<file path="config.mk">
export PLATFORM = sky130hd
export DESIGN_NAME = bbr_ctrl
export DESIGN_NICKNAME = d
export VERILOG_FILES = /design/src/hw/rtl/bbr_pkg.sv /design/src/hw/rtl/bbr_ctrl.sv
export SDC_FILE = /design/constraint.sdc
export NUM_CORES = 1
export LEC_CHECK = 0
export BUFFER_PORTS_ARGS = -buffer_cell sky130_fd_sc_hd__buf_2
export CORE_AREA = 2 2 39 41
export CTS_CLUSTER_SIZE = 10
export DETAILED_ROUTE_END_ITERATION = 10
export DIE_AREA = 0 0 41 43
export PLACE_DENSITY = 0.54
export SLEW_MARGIN = 40
export SYNTH_ARGS = -nofsm -noshare
export SYNTH_HDL_FRONTEND = slang
export SYNTH_SLANG_ARGS = --single-unit
</file>
<file path="constraint.sdc">
create_clock -name clock -period 1.9 [get_ports clock]
set_input_delay 0.095 -clock clock [delete_from_list [all_inputs] [get_ports clock]]
set_output_delay 0.095 -clock clock [all_outputs]
set_load 0.005 [all_outputs]
</file>
<file path="src/hw/rtl/bbr_pkg.sv">
// Shared types, constants and helpers for the 3x3 RGBA box blur.
// No dependencies; used by every module of the block.
package bbr_pkg;

   localparam int MaxWidth  = 2048;                 // deepest supported line
   localparam int ColBits   = $clog2(MaxWidth);     // line buffer address
   localparam int CfgBits   = 12;                   // register data width
   localparam int RowBits   = 12;                   // row counters
   localparam int CmpBits   = CfgBits + 2;          // room for count+1 compares
   localparam int ChanBits  = 8;
   localparam int PixBits   = 4 * ChanBits;
   localparam int SumBits   = ChanBits + 4;         // nine channel values
   localparam int CntBits   = 4;                    // neighbour count 1..9
   localparam int RecipBits = 17;
   localparam int RecipShift = 16;
   localparam int ProdBits  = SumBits + RecipBits;
   localparam int IdxBits   = 4;                    // register index

   localparam logic [CfgBits-1:0] WidthReset  = CfgBits'(640);
   localparam logic [CfgBits-1:0] HeightReset = CfgBits'(480);
   localparam logic [RowBits-1:0] RowMax      = {RowBits{1'b1}};

   typedef enum logic [IdxBits-1:0] {
      CSR_IMAGE_WIDTH  = 4'd0,
      CSR_IMAGE_HEIGHT = 4'd1
   } csr_index_type;

   typedef struct packed {
      logic [ChanBits-1:0] red_in;
      logic [ChanBits-1:0] green_in;
      logic [ChanBits-1:0] blue_in;
      logic [ChanBits-1:0] alpha_in;
      logic                drain;
   } pixel_in_type;

   typedef struct packed {
      logic [ChanBits-1:0] red_out;
      logic [ChanBits-1:0] green_out;
      logic [ChanBits-1:0] blue_out;
      logic [ChanBits-1:0] alpha_out;
      logic                frame_last;
   } pixel_out_type;

   // controller -> datapath
   typedef struct packed {
      logic accept;   // take input beat, read line buffers
      logic shift;    // write line buffers, shift window
      logic sum;      // masked neighbourhood sums
      logic mul;      // reciprocal multiply
      logic emit;     // load result register, step output position
   } dp_cmd_type;

   // datapath -> controller
   typedef struct packed {
      logic fire;     // current beat produces a result
      logic out_free; // result register can take a beat
   } dp_status_type;

   // ceil(2^16 / n); exact floor division for sums up to 9*255
   function automatic logic [RecipBits-1:0] recip(input logic [CntBits-1:0] n);
      logic [RecipBits-1:0] r;
      case (n)
         4'd1:    r = 17'd65536;
         4'd2:    r = 17'd32768;
         4'd3:    r = 17'd21846;
         4'd4:    r = 17'd16384;
         4'd5:    r = 17'd13108;
         4'd6:    r = 17'd10923;
         4'd7:    r = 17'd9363;
         4'd8:    r = 17'd8192;
         4'd9:    r = 17'd7282;
         default: r = 17'd65536;
      endcase
      return r;
   endfunction

endpackage

</file>
<file path="src/hw/rtl/bbr_ctrl.sv">
// Sequencer for the box blur: steps one beat through read and shift and,
// if it yields a result, sum, multiply and result load. Depends on bbr_pkg.
module bbr_ctrl import bbr_pkg::*; (
   input  logic          clock,
   input  logic          reset,
   input  logic          req_valid,
   output logic          req_ready,
   input  dp_status_type status,
   output dp_cmd_type    cmd
);

   typedef enum logic [4:0] {
      ST_IDLE  = 5'b00001,
      ST_SHIFT = 5'b00010,
      ST_SUM   = 5'b00100,
      ST_MUL   = 5'b01000,
      ST_EMIT  = 5'b10000
   } state_type;

   state_type state_ff, state_in;

   always_comb begin
      state_in   = state_ff;
      cmd        = '0;
      req_ready  = 1'b0;
      unique case (state_ff)
         ST_IDLE: begin
            req_ready = 1'b1;
            if (req_valid) begin
               cmd.accept = 1'b1;
               state_in   = ST_SHIFT;
            end
         end
         ST_SHIFT: begin
            cmd.shift = 1'b1;
            state_in  = status.fire ? ST_SUM : ST_IDLE;
         end
         ST_SUM: begin
            cmd.sum  = 1'b1;
            state_in = ST_MUL;
         end
         ST_MUL: begin
            cmd.mul  = 1'b1;
            state_in = ST_EMIT;
         end
         ST_EMIT: begin
            if (status.out_free) begin
               cmd.emit = 1'b1;
               state_in = ST_IDLE;
            end
         end
         default: state_in = ST_IDLE;
      endcase
   end

   always_ff @(posedge clock) begin
      if (reset) begin
         state_ff <= ST_IDLE;
      end else begin
         state_ff <= state_in;
      end
   end

endmodule

</file>
# Yosys cells after proc, flatten, opt, wreduce, memory -nomap -nowiden
# Cells that the tools add are included.
[word_totals]
word_cells = 21
rom_bits = 0
regBits = 5
latchBits = 0
n_memories = 0
input_bits = 5
out_inout_bits = 6
mem_bits_rw = 0
[op_classes]
order_cmp = 0
n_shift = 0
n_reduce_logical = 1
n_mul = 0
n_div = 0
bitwise = 0
addsub = 0
mux = 12
eq_ne = 7
[op_table]
columns = ["op", "count"]
rows = [
  ["5-bit case mux with 5 select lines", 1],
  ["5-bit two-way mux", 2],
  ["1-bit two-way mux", 8],
  ["5-bit by 1-bit equality test with 1-bit output, second input constant", 1],
  ["5-bit by 2-bit equality test with 1-bit output, second input constant", 1],
  ["5-bit by 3-bit equality test with 1-bit output, second input constant", 1],
  ["5-bit by 4-bit equality test with 1-bit output, second input constant", 1],
  ["5-bit equality test, second input constant", 1],
  ["2-bit inequality test, second input constant", 2],
  ["3-bit two-way mux", 1],
  ["2-bit AND reduction", 1],
]

# Logic depth before layout (Yosys ltp)
[depth]
word_depth = 3
depth_mapped = 4
ltp_nobuf = 3

# Worst setup path before layout
# Ideal clock, no wire load.
[synth_timing]
path_kind = "flip-flop to flip-flop"
start = "reg state_ff[4]"
end = "reg state_ff[0]"
setup_time_ns = 0.120
required_ns = 1.780
n_path_buf = 0
path_stages_with_launch = 4
arrival_time_ns = 1.347
period_less_slack_ns = 1.466
path_slack_ns = 0.434
cell_sequence = "dfxtp_1 or4b_1 a21o_1 a211o_1"
[synth_via]
elab_chain_len = 3
word_cells_on_any_way = 9
cone_classes = "eq/ne (7); mux (1); reduce/logical (1)"
[synth_lines]
columns = ["element", "line", "source"]
rows = [
  ["start, declared", "bbr_ctrl.sv:20", "state_type state_ff, state_in;"],
  ["start signal, assigned", "bbr_ctrl.sv:60", "state_ff <= state_in;"],
  ["5-bit equality test or 5-bit by 1-bit equality test with 1-bit output (tied branches)", "bbr_ctrl.sv:26", "unique case (state_ff)"],
  ["2-bit inequality test (no source line)", "--", ""],
  ["2-bit AND reduction (no source line)", "--", ""],
]
# Several ways; a longest one is shown, not always the timed one.
# A chain may end at the register's enable or synchronous reset.

# Worst setup path in the final report
# Ends and elaborated chain as after synthesis.

==> impl_metrics.py <==
metrics = {
    "pwr": {
        "cellLeakagePower_nw": 0.1873,
        "seqPwrFrac": 0.406,
        "p_total_uw": 278.7,
        "worst_ir_drop_vdd_mv": 0.2988,
        "power_switching_uw": 69.75,
        "p_int_uw": 208.9,
        "p_clk_frac": 0.459,
        "p_comb_frac": 0.135,
        "pwr_density_cell_mw_per_mm2": 735.0,
        "p_sw_frac": 0.2503,
    },
    "global_routing": {
        "gr-max-usage-layer": "met2",
        "grt_max_degree": 9,
        "grt_util_met3": 0.03665,
        "antenna_found_initial": 0,
        "use_met2": 0.1281,
        "grtUsageMet1": 0.1090,
        "grt_pass1_vias": 280,
        "track_usage": 0.09428,
        "grt_pass1_wl_um": 1104,
        "grt_overflow_total": 0,
    },
    "yosys": {
        "yosysWarnings": 0,
        "synth_simple_gate_area_frac": 0.3886,
        "ys_seq_elements": 5,
        "synth_top_family_by_area": "simple AND/OR/NAND/NOR gates",
        "syn_inst": 31,
        "synth_compound_area_frac": 0.2052,
        "synth-xor-area-share": 0.03057,
        "syn_area_per_cell_sq_um": 9.243,
        "syn_nets": 36,
        "seq_area_frac_synth": 0.3493,
        "synth_cell_types": 21,
        "synthMuxAreaShare": 0,
        "synthAdderAreaFrac": 0,
        "synth_area_sq_um": 286.5,
    },
    "hold_path": {
        "min_from": "req_valid",
        "hp-class": "input pin to flip-flop",
        "hold_depth": 2,
    },
    "setup_path": {
        "cp.depth": 3,
        "critPathKind": "flip-flop to flip-flop",
        "worstRegToRegCells": 3,
        "crit_chain": "or4b_1, a21o_1, a211o_1",
        "r2r-start": "state_ff[4]",
        "reg2reg_to": "state_ff[0]",
        "crit_family": "simple AND/OR/NAND/NOR gates",
        "endpoint_kind": "flip-flop",
        "required_ns": 2.03,
        "path_buf_inv": 0,
        "rrSetupSlack_ns": 0.32,
        "startpoint": "state_ff[4]",
        "crit_path_start_kind": "flip-flop",
        "cp-endpoint": "state_ff[0]",
        "cp_slowest_stage_delay_ns": 0.53,
        "critPathArrivalTime_ns": 1.71,
        "path_max_fanout": 8,
        "cp_slowest_cell": "or4b_1",
    },
    "cells_and_area": {
        "largest_reg_flops": 5,
        "final_cells": 60,
        "reg_top3": "state_ff x5",
        "finalInstanceArea_sq_um": 379.1,
        "finish.utilization": 0.2740,
        "nNetsFinal": 50,
        "diodes": 0,
        "syn2layout_area_growth_pct": 32.31,
        "top_register": "state_ff",
        "drive_gt1_frac": 0.3636,
        "layout_common_cells": "10 x buf_2, 5 x dfxtp_1, 4 x nor2_1",
        "final_common_cell": "buf_2",
    },
    "clocking": {
        "clkTransAtPathRegs_ns": 0.05,
        "clock_latency_ns": 0.24,
        "ctsHoldBuffers": 0,
        "cts_resized": 0,
        "cts_root_buffer": "clkbuf_4",
        "cts_buffers": 3,
        "cts_num_sinks": 5,
        "post_cts_buffers": 0,
        "cts_max_level": 1,
        "clk_path_buf_depth": 2,
        "cts_tree": "done",
    },
    "drt": {
        "ant_nets": 0,
        "routed_wl_um": 654,
        "viasPerCell": 4.617,
        "post-route-drc-count": 0,
        "firstDrtPassIters": 4,
        "via_count": 277,
        "wire_per_inst_um": 10.90,
        "drt_iter0_drc": 10,
    },
    "job": {
        "cap_violations": 0,
    },
    "die": {
        "std_cell_rows": 14,
        "core_area_sq_mm": 0.001384,
        "die_w_um": 41,
        "ios": 11,
        "fp.dieH_um": 43,
        "start_util": 0.2071,
        "dieArea_sq_mm": 0.001763,
    },
    "place": {
        "dp_slack_ns": 0.3342,
        "hpwl_um": 478.8,
        "routabilityCongestion": 0.7019,
        "postPlaceCellArea_sq_um": 352.8,
        "dp.cells": 56,
        "port_buffers": 10,
    },
    "sta": {
        "relSlewSlack": 0.7203,
        "max_freq_mhz": 631.5,
        "finalCriticalPeriod_ns": 1.584,
        "finalCritPeriodShare": 0.8334,
        "tightest_slew_ns": 0.4150,
        "fin_tns_setup_ns": 0,
        "setup_violations": 0,
        "whs_ns": 0.1180,
        "worst_clock_skew_ns": 0.003635,
        "rsz0062_at_grt": "no",
        "drv_slew": 0,
        "worst_slack_ns": 0.3165,
        "hold_viol_final": 0,
    },
    "outcome": {
        "outcome": "finished clean",
    },
}
-- Yosys cell counts --
master	n	share of area
a211o_1	1	0.031
a21o_1	1	0.026
a32oi_1	1	0.031
and2_1	1	0.022
and3_1	2	0.044
and4_1	1	0.031
clkbuf_1	1	0.013
dfxtp_1	5	0.35
inv_1	1	0.013
nand2b_1	1	0.022
nor2_1	4	0.052
nor2b_1	1	0.022
nor3_1	1	0.017
nor3b_1	2	0.052
nor4bb_1	2	0.070
o21a_1	1	0.026
o21ba_2	1	0.035
o41ai_2	1	0.057
or2_2	1	0.022
or4b_1	1	0.035
xor2_1	1	0.031
-- worst min path at each step --
stage	end	slack, ns
after floorplan	state_ff[1]	0.24
after global placement	state_ff[1]	0.36
after detailed placement	state_ff[1]	0.37
after CTS	state_ff[1]	0.12
after global routing	state_ff[1]	0.12
final	state_ff[1]	0.12
-- power groups by stage --
stage | clock network, mW | logic [mW] | registers, mW
floorplan | 0 | 0.0237 | 0.114
global placement | 0 | 0.0377 | 0.115
detailed placement | 0 | 0.0378 | 0.115
CTS | 0.127 | 0.0378 | 0.113
global route | 0.140 | 0.0423 | 0.114
finish | 0.128 | 0.0377 | 0.113
-- routing by layer --
layer | vias up | wire [um] | part of all wire
met1 | 130 | 307 | 0.47
met2 | 7 | 317 | 0.48
met4 | 0 | 0 | 0
met5 | - | 0 | 0
met3 | 0 | 29 | 0.044
li1 | 140 | - | -
-- area by class of cell --
cell class	count	area [sq um]
Tap cell	16	20.02
Clock buffer	4	26.28
Sequential cell	5	100.1
Timing Repair Buffer	10	50.05
Inverter	1	3.754
Fill cell	150	1005
Multi-Input combinational cell	24	178.9
-- logic make-up after synthesis --
kind of cell,after synthesis
xor gates and xnor gates,1
and+or+nand+nor,17
AOI/OAI and AO/OA,6
DFF,5
buffers and inverters,2
Note: power is estimated with default switching activity, not from simulation.
